## config.mk

```make
export PLATFORM = sky130hd
export DESIGN_NAME = sjf_nonpreemptive_scheduler_unit
export DESIGN_NICKNAME = d
export VERILOG_FILES = /design/src/rtl/sjf_pkg.sv /design/src/rtl/sjf_nonpreemptive_scheduler_unit.sv
export SDC_FILE = /design/constraint.sdc
export NUM_CORES = 2
export LEC_CHECK = 0
export BUFFER_PORTS_ARGS = -buffer_cell sky130_fd_sc_hd__buf_4
export CORE_AREA = 4 4 294 296
export CTS_BUF_LIST = sky130_fd_sc_hd__clkbuf_8
export CTS_CLUSTER_SIZE = 14
export DETAILED_ROUTE_END_ITERATION = 10
export DIE_AREA = 0 0 298 300
export HOLD_SLACK_MARGIN = 0.15
export PLACE_DENSITY = 0.84
export SLEW_MARGIN = 20
export SYNTH_ARGS = -nofsm -noshare
export SYNTH_HDL_FRONTEND = slang
export SYNTH_SLANG_ARGS = --single-unit
```

## constraint.sdc

```tcl
create_clock -name clk_i -period 6.3 [get_ports clk_i]
set_input_delay 0.945 -clock clk_i [delete_from_list [all_inputs] [get_ports clk_i]]
set_output_delay 0.945 -clock clk_i [all_outputs]
set_load 0.03 [all_outputs]
```

## src/rtl/sjf_pkg.sv

```systemverilog
// ----------------------------------------------------------------------------
// sjf_pkg
// Shared widths and defaults for the shortest-job-first scheduler.
// ----------------------------------------------------------------------------
package sjf_pkg;

  localparam int unsigned MaxProcsDef = 16;

  localparam int unsigned TimeW  = 16;
  localparam int unsigned IndexW = 4;
  localparam int unsigned ClockW = 21;
  localparam int unsigned TotalW = 25;

endpackage

```

## src/rtl/sjf_nonpreemptive_scheduler_unit.sv

```systemverilog
// ----------------------------------------------------------------------------
// sjf_nonpreemptive_scheduler_unit
// Non-preemptive shortest-job-first scheduler with a serial scan datapath.
// ----------------------------------------------------------------------------
// Input channel (in_valid_i / in_stall_o): one transaction per process, with
// arrival and burst time. Loading accepts one transaction per cycle while
// in_stall_o is low; up to MAX_PROCS processes are kept, later ones are
// dropped. A transaction with last_process set closes the set and starts
// scheduling; in_stall_o stays high until the last result has been taken.
// Scheduling walks the stored entries one per cycle through a single memory
// read port and one compare datapath. For n processes a first scan finds the
// earliest arrival; then each pick takes one scan (two scans when the clock
// must jump to a pending arrival) and a commit step.
// Output channel (out_valid_o / out_stall_i): n transactions in load order,
// each read out once the previous one is taken; a stalled result holds its
// value. The totals carry the sums on the last transaction only and are
// zero elsewhere. Reset empties the set and drops any result in flight.
// ----------------------------------------------------------------------------
module sjf_nonpreemptive_scheduler_unit
  import sjf_pkg::*;
#(
  parameter int unsigned MAX_PROCS = MaxProcsDef
) (
  input  logic              clk_i,
  input  logic              rst_ni,
  input  logic              in_valid_i,
  output logic              in_stall_o,
  input  logic [TimeW-1:0]  arrival_time_i,
  input  logic [TimeW-1:0]  burst_time_i,
  input  logic              last_process_i,
  output logic              out_valid_o,
  input  logic              out_stall_i,
  output logic [IndexW-1:0] process_index_o,
  output logic [ClockW-1:0] completion_time_o,
  output logic [ClockW-1:0] turnaround_time_o,
  output logic [ClockW-1:0] waiting_time_o,
  output logic [TotalW-1:0] total_turnaround_o,
  output logic [TotalW-1:0] total_waiting_o,
  output logic              last_result_o
);

  localparam int unsigned IdxW = $clog2(MAX_PROCS);
  localparam int unsigned CntW = $clog2(MAX_PROCS + 1);

  typedef enum logic [6:0] {
    S_IDLE     = 7'b0000001,
    S_MIN      = 7'b0000010,
    S_PICK     = 7'b0000100,
    S_COMMIT   = 7'b0001000,
    S_OUT_RD   = 7'b0010000,
    S_OUT_LD   = 7'b0100000,
    S_OUT_WAIT = 7'b1000000
  } state_e;

  state_e                state_q, state_d;
  logic [CntW-1:0]       count_q, count_d;
  logic [CntW-1:0]       issue_q, issue_d;
  logic [CntW-1:0]       picks_q, picks_d;
  logic                  rd_vld_q, rd_vld_d;
  logic [IdxW-1:0]       rd_idx_q, rd_idx_d;
  logic [ClockW-1:0]     clock_q, clock_d;
  logic                  found_q, found_d;
  logic                  have_q, have_d;
  logic [TimeW-1:0]      best_q, best_d;
  logic [TimeW-1:0]      pend_q, pend_d;
  logic [IdxW-1:0]       pick_q, pick_d;
  logic [IdxW-1:0]       out_k_q, out_k_d;
  logic [MAX_PROCS-1:0]  done_q, done_d;
  logic [TotalW-1:0]     sum_tat_q, sum_tat_d;
  logic [TotalW-1:0]     sum_wt_q, sum_wt_d;

  logic                  out_valid_q, out_valid_d;
  logic [IndexW-1:0]     oidx_q, oidx_d;
  logic [ClockW-1:0]     ct_q, ct_d;
  logic [ClockW-1:0]     tat_q, tat_d;
  logic [ClockW-1:0]     wt_q, wt_d;
  logic [TotalW-1:0]     tot_tat_q, tot_tat_d;
  logic [TotalW-1:0]     tot_wt_q, tot_wt_d;
  logic                  olast_q, olast_d;

  logic [TimeW-1:0]      arr_mem [MAX_PROCS];
  logic [TimeW-1:0]      bur_mem [MAX_PROCS];
  logic [ClockW-1:0]     cmp_mem [MAX_PROCS];
  logic [TimeW-1:0]      arr_rd_q;
  logic [TimeW-1:0]      bur_rd_q;
  logic [ClockW-1:0]     cmp_rd_q;

  logic                  ld_we;
  logic                  cm_we;
  logic [IdxW-1:0]       rd_addr;
  logic [ClockW-1:0]     cm_data;
  logic                  in_acc;
  logic                  scan_end;
  logic                  elem_live;
  logic [ClockW-1:0]     tat_calc;
  logic [ClockW-1:0]     wt_calc;

  assign in_acc   = in_valid_i && (state_q == S_IDLE);
  assign scan_end = rd_vld_q && (CntW'(rd_idx_q) == count_q - CntW'(1));
  assign elem_live = rd_vld_q && !done_q[rd_idx_q];
  assign tat_calc = cmp_rd_q - ClockW'(arr_rd_q);
  assign wt_calc  = tat_calc - ClockW'(bur_rd_q);

  always_comb begin
    if (state_q == S_OUT_RD) begin
      rd_addr = out_k_q;
    end else if (issue_q < count_q) begin
      rd_addr = issue_q[IdxW-1:0];
    end else begin
      rd_addr = '0;
    end
  end

  always_comb begin
    state_d     = state_q;
    count_d     = count_q;
    issue_d     = issue_q;
    picks_d     = picks_q;
    rd_vld_d    = 1'b0;
    rd_idx_d    = rd_idx_q;
    clock_d     = clock_q;
    found_d     = found_q;
    have_d      = have_q;
    best_d      = best_q;
    pend_d      = pend_q;
    pick_d      = pick_q;
    out_k_d     = out_k_q;
    done_d      = done_q;
    sum_tat_d   = sum_tat_q;
    sum_wt_d    = sum_wt_q;
    out_valid_d = out_valid_q;
    oidx_d      = oidx_q;
    ct_d        = ct_q;
    tat_d       = tat_q;
    wt_d        = wt_q;
    tot_tat_d   = tot_tat_q;
    tot_wt_d    = tot_wt_q;
    olast_d     = olast_q;
    ld_we       = 1'b0;
    cm_we       = 1'b0;
    cm_data     = clock_q + ClockW'(best_q);

    if ((state_q == S_MIN) || (state_q == S_PICK)) begin
      if (issue_q < count_q) begin
        rd_vld_d = 1'b1;
        rd_idx_d = issue_q[IdxW-1:0];
        issue_d  = issue_q + CntW'(1);
      end
    end

    unique case (state_q)
      S_IDLE: begin
        if (in_acc) begin
          if (count_q < CntW'(MAX_PROCS)) begin
            ld_we = 1'b1;
            done_d[count_q[IdxW-1:0]] = 1'b0;
            count_d = count_q + CntW'(1);
          end
          if (last_process_i) begin
            state_d = S_MIN;
            issue_d = '0;
            picks_d = '0;
          end
        end
      end
      S_MIN: begin
        if (rd_vld_q && ((rd_idx_q == '0) || (arr_rd_q < pend_q))) begin
          pend_d = arr_rd_q;
        end
        if (scan_end) begin
          clock_d = ClockW'(pend_d);
          state_d = S_PICK;
          issue_d = '0;
          found_d = 1'b0;
          have_d  = 1'b0;
        end
      end
      S_PICK: begin
        if (elem_live && (ClockW'(arr_rd_q) <= clock_q) &&
            (!found_q || (bur_rd_q < best_q))) begin
          found_d = 1'b1;
          best_d  = bur_rd_q;
          pick_d  = rd_idx_q;
        end
        if (elem_live && (!have_q || (arr_rd_q < pend_q))) begin
          have_d = 1'b1;
          pend_d = arr_rd_q;
        end
        if (scan_end) begin
          if (found_d) begin
            state_d = S_COMMIT;
          end else begin
            clock_d = ClockW'(pend_d);
            issue_d = '0;
            found_d = 1'b0;
            have_d  = 1'b0;
          end
        end
      end
      S_COMMIT: begin
        cm_we   = 1'b1;
        clock_d = cm_data;
        done_d[pick_q] = 1'b1;
        picks_d = picks_q + CntW'(1);
        if (picks_d == count_q) begin
          state_d   = S_OUT_RD;
          out_k_d   = '0;
          sum_tat_d = '0;
          sum_wt_d  = '0;
        end else begin
          state_d = S_PICK;
          issue_d = '0;
          found_d = 1'b0;
          have_d  = 1'b0;
        end
      end
      S_OUT_RD: begin
        state_d = S_OUT_LD;
      end
      S_OUT_LD: begin
        sum_tat_d   = sum_tat_q + TotalW'(tat_calc);
        sum_wt_d    = sum_wt_q + TotalW'(wt_calc);
        olast_d     = (CntW'(out_k_q) == count_q - CntW'(1));
        oidx_d      = IndexW'(out_k_q);
        ct_d        = cmp_rd_q;
        tat_d       = tat_calc;
        wt_d        = wt_calc;
        tot_tat_d   = olast_d ? sum_tat_d : '0;
        tot_wt_d    = olast_d ? sum_wt_d : '0;
        out_valid_d = 1'b1;
        state_d     = S_OUT_WAIT;
      end
      S_OUT_WAIT: begin
        if (out_valid_q && !out_stall_i) begin
          out_valid_d = 1'b0;
          if (olast_q) begin
            state_d = S_IDLE;
            count_d = '0;
            done_d  = '0;
          end else begin
            out_k_d = out_k_q + IdxW'(1);
            state_d = S_OUT_RD;
          end
        end
      end
      default: begin
        state_d = S_IDLE;
      end
    endcase
  end

  always_ff @(posedge clk_i or negedge rst_ni) begin
    if (!rst_ni) begin
      state_q     <= S_IDLE;
      count_q     <= '0;
      issue_q     <= '0;
      picks_q     <= '0;
      rd_vld_q    <= 1'b0;
      done_q      <= '0;
      out_valid_q <= 1'b0;
    end else begin
      state_q     <= state_d;
      count_q     <= count_d;
      issue_q     <= issue_d;
      picks_q     <= picks_d;
      rd_vld_q    <= rd_vld_d;
      done_q      <= done_d;
      out_valid_q <= out_valid_d;
    end
  end

  always_ff @(posedge clk_i) begin
    rd_idx_q  <= rd_idx_d;
    clock_q   <= clock_d;
    found_q   <= found_d;
    have_q    <= have_d;
    best_q    <= best_d;
    pend_q    <= pend_d;
    pick_q    <= pick_d;
    out_k_q   <= out_k_d;
    sum_tat_q <= sum_tat_d;
    sum_wt_q  <= sum_wt_d;
    oidx_q    <= oidx_d;
    ct_q      <= ct_d;
    tat_q     <= tat_d;
    wt_q      <= wt_d;
    tot_tat_q <= tot_tat_d;
    tot_wt_q  <= tot_wt_d;
    olast_q   <= olast_d;
  end

  // process tables, one read port shared by all scans
  always_ff @(posedge clk_i) begin
    if (ld_we) begin
      arr_mem[count_q[IdxW-1:0]] <= arrival_time_i;
      bur_mem[count_q[IdxW-1:0]] <= burst_time_i;
    end
    if (cm_we) begin
      cmp_mem[pick_q] <= cm_data;
    end
    arr_rd_q <= arr_mem[rd_addr];
    bur_rd_q <= bur_mem[rd_addr];
    cmp_rd_q <= cmp_mem[rd_addr];
  end

  assign in_stall_o         = (state_q != S_IDLE);
  assign out_valid_o        = out_valid_q;
  assign process_index_o    = oidx_q;
  assign completion_time_o  = ct_q;
  assign turnaround_time_o  = tat_q;
  assign waiting_time_o     = wt_q;
  assign total_turnaround_o = tot_tat_q;
  assign total_waiting_o    = tot_wt_q;
  assign last_result_o      = olast_q;

endmodule

```

==> results.md <==
- Status: finished, final reports clean
- Xor and xnor fraction of the mapped netlist area: 2.06%
- Cell variety after synth: 84
- Clk pwr share: a little under a quarter
- Mapped Nets: 3163
- Largest stage delay, worst path: 0.43 ns
- Global Route Usage Sum: approximately 28%
- Vias in the first global route: 29.7k
- Initial antenna violation count: 9
- Avg Inst Size Synth: approximately 17 um^2
- Tmin final: 5.86 ns
- Die H: 300 um
- Reg2reg start: arr_rd_q[6]
- Critical path endpoint category: flop
- DRC viols: 0
- RSZ-0062 raised after global routing: false
- Crit path max fanout: 5
- Std-Cell Rows: approximately 110
- Layout cells sized above 1: 21.9%
- Worst slew margin: between 20% and 30%
- Critical Path AT: about 6.4 ns
- Final TNS setup: 0 ns
- Post-DP Area: between 50000 and 60000 um^2
- Crit-path slowest cell: dfxtp_1
- Share of power burned in registers: approximately 37%
- PwrDens: around 480 nW/um^2
- Mapped Area: ~50000 um^2
- Worst R2R Setup Slack: 0.44 ns
- Grt total ovfl: 0
- Synth Area in Adders: 3.94%
- Total detailed-routing wirelength: 124 mm
- Place WS: about 0.39 ns
- Syn. warnings: 0
- Logic gate share of total power: about 40%
- Hold path start: out_stall_i
- Maximum vdd drop: between 0.4 and 0.5 mV
- Chip Width: 298 um
- Simple-gate area share of the yosys netlist: roughly 4.5%
- Average wire per standard cell: 27.5 um
- Synthesized instance count: between 2k and 3k
- Mux share of post-synthesis cell area: between 10% and 20%
- Initial Util: 59.6%
- Worst-margin pin slew: between 1 and 1.5 ns
- Synthesis-stage register bit count: between 1k and 1.5k
- CP required: approximately 7 ns
- Clock latency on the worst-skew pair: about 0.9 ns
- Clock Pin Slew Worst Setup and Hold Paths: 0.07 ns
- Final setup fails: 0
- Crit share post-route: between 90% and 100%
- First-pass GRT wire length: 184 mm
- Area grow syn2layout: 13.2%
- DR vias/cell: around 6.4
- Final instance area: ~56000 um^2
- Setup Skew: 0.0642 ns
- Largest family of logic cells by synthesized area: multiplexers
- H-tree Lvls: 4
- Hpwl dp: approximately 77 mm
- Root buf cell: clkbuf_8
- Largest net degree at the start of global routing: 82
- Placed insts: between 4k and 5k
- Nets@finish: 3458
- Max Clock Freq: around 170 MHz
- Clock net sink count: between 1k and 1.5k
- Hold Path Class: in -> reg
- Core ar.: between 80000 and 90000 um^2
- Final cell count without fillers: around 4.5k
- I/O Buffers: about 160
- Cell family with most CP delay: compound AO/OA/AOI/OAI gates
- Internal power: 16600 uW
- CTS Buffer Depth: 3
- I/O Pins: 157
- CTS Buf Count: 180
- Setup repair bufs after CTS: 0
- MaxCap Viol Count: 0
- Leak: about 0.02 uW
- DR vias: about 29k
- First-pass DRT Iterations: 5
- Final ANT Viol Nets: 0
- Post-synth EDFFs: 1083
- CTS tree: done
- Post-synthesis sequential area ratio: a little over two thirds
- Most Frequent Cell on Critical Path: a21oi_1
- Crit Path Class: reg -> reg
- Async SR Flop Fraction: under 10%
- Post-route setup slack: around 0.44 ns
- CP startpoint: arr_rd_q[6]
- CP Buf/Inv Count: 1
- Die area: around 89000 um^2
- Max-slew violations: 0
- P_sw: between 10000 and 15000 uW
- Switching share of power: about two fifths
- Crit path launch type: flop
- Final Hold Fails: 0
- Compound-gate portion of the synthesized area: 7.00%
- DR iter-0 viols: between 3k and 4k
- RD Place Congestion: roughly 0.98
- Filler Cell Count: around 5.2k
- Ys flop type: edfxtp_1
## final timing paths
kind                            cells after the start                   end
worst min-delay path                                2           out_valid_o
worst max-delay path                               25          sum_wt_q[20]
min in group asynchronous                           2            done_q[11]
max in group asynchronous                           2            state_q[0]
worst max register to register                     25          sum_wt_q[20]
worst min register to register                      0  completion_time_o[0]
## worst register-to-register path: stages, from the launching register on
cell	delay [ns]
dfxtp_1	0.43
inv_1	0.10
ha_1	0.36
o21ai_0	0.30
o21bai_1	0.20
o311a_1	0.18
o21ai_0	0.34
nand2b_1	0.10
a21oi_1	0.18
xnor2_1	0.20
ha_1	0.31
or2_2	0.29
a21oi_1	0.14
a21oi_1	0.09
a21o_1	0.22
a21oi_1	0.17
xnor2_1	0.17
ha_1	0.33
a21o_1	0.19
a21o_1	0.18
a21oi_1	0.18
nand3b_1	0.11
o21ai_0	0.27
o21ai_0	0.17
xnor2_1	0.22
nor2_1	0.07
## area by class of cell
class                           instances  area, um^2  area share (%)
Sequential cell                      1176       34600            61.3
Multi-Input combinational cell       1469       14300            25.4
Clock buffer                          184        2530            4.49
Timing Repair Buffer                  215        1720            3.06
Tap cell                             1080        1350            2.39
Clock inverter                        146        1030            1.83
Inverter                              225         847            1.50
Antenna cell                            5        12.5          0.0222
## power by group through the flow
stage               Combinational (uW)  Clock, uW  Sequential [uW]
floorplan                         7780          0             9690
global placement                 10000          0            10000
detailed placement               10400          0            10000
CTS                              10500       6310             9890
global route                     11600       6690             9930
finish                           10700       6250             9910
## per-stage QoR
stage          util, %  total power, uW  hold WS [ns]
5_1_grt           67.5            28200         0.302
3_5_place_dp      63.0            20400         0.419
4_1_cts           67.3            26700         0.268
2_1_floorplan        -            17500         0.408
3_3_place_gp      63.0            20000         0.418
6_report          67.5            26800         0.320
## logic make-up (layout without fill, tap and decap cells)
group	Yosys count	after routing
buffers and inverters	327	770
multiplexers	245	245
other	0	5
XOR/XNOR	117	117
AO/OA/AOI/OAI	492	492
adder cells (fa/ha/maj)	154	154
AND/OR/NAND/NOR	461	461
flip-flops	1176	1176
## placed cells by master, fill, tap and decap left out, types with 10 or more instances in the layout
cell,synthesis,routed
nor3_1,37,29
a31oi_1,11,10
o21ai_0,65,64
o21a_1,25,25
a21o_1,58,58
nand3_1,41,41
o22a_1,18,18
a22oi_1,53,53
clkbuf_8,0,184
inv_1,223,271
buf_4,14,206
and2_1,25,25
o211ai_1,10,10
a211oi_1,13,13
nand4_1,18,18
o21bai_1,13,13
a21oi_1,104,102
dfxtp_1,53,53
nand2_1,67,66
and3_1,10,10
xor2_1,44,36
clkinv_1,1,47
xnor2_1,73,65
clkinv_2,0,27
nand2b_1,19,19
nor2_4,0,24
a221o_1,14,14
ha_1,149,149
mux4_2,213,213
dfrtp_1,39,39
nor2b_1,11,11
edfxtp_1,1083,1083
o221ai_1,57,57
mux2i_1,25,24
nor2_1,184,159
## Yosys cell counts (all sizes together), types with 4 or more instances
cell type  count  area, um^2
a21o          58         435
fa             5         100
xnor2         73         639
nand2b        19         119
nand4         18         113
mux4         217        4900
nand3b         6        45.0
o21a          25         188
a22oi         53         398
o41ai          5        70.1
a311oi         4        41.3
nor3          38         195
clkbuf        45         169
o31ai          8        65.1
buf           57         338
nor3b          8        65.1
or2            5        31.3
ha           149        1860
or3            6        37.5
o211ai        10        75.1
dfxtp         53        1060
o221ai        57         499
and3          10        62.6
a21oi        105         529
nand3         41         205
dfrtp         39         976
o21ai         67         335
o22a          18         158
inv          224         841
o21bai        13        97.6
a211o          5        43.8
a211oi        13        97.6
xor2          44         385
and2          25         156
mux2i         25         250
nor4           7        43.8
nor2b         12        82.6
nor2         184         691
edfxtp      1083       32500
a221o         14         140
nand4b         4        35.0
nand2         69         264
a31oi         11        68.8
## metal layers
metal | GRT usage [%] | wire length, um
met5 | 0 | 52
met4 | 11.6 | 5180
met1 | 34.8 | 44600
met3 | 6.11 | 11500
met2 | 47.0 | 62600
## what timing repair did
action                                 in CTS  in global routing
hold buffers                                1                  0
setup endpoints to repair                   0                  8
gates resized for setup                     0                  2
endpoints found under the hold margin      39                  0
## state kept, by name, indices dropped and copies added, names as in the netlist, 7 cells and up
signal	count
bur_rd_q	16
arr_rd_q	16
arr_mem	256
total_waiting_o	25
done_q	16
sum_tat_q	25
sum_wt_q	25
best_q	16
pend_q	16
state_q	7
completion_time_o	21
bur_mem	256
waiting_time_o	21
cmp_mem	336
clock_q	21
turnaround_time_o	21
cmp_rd_q	21
total_turnaround_o	25
Power figures use the tool's default switching activity.
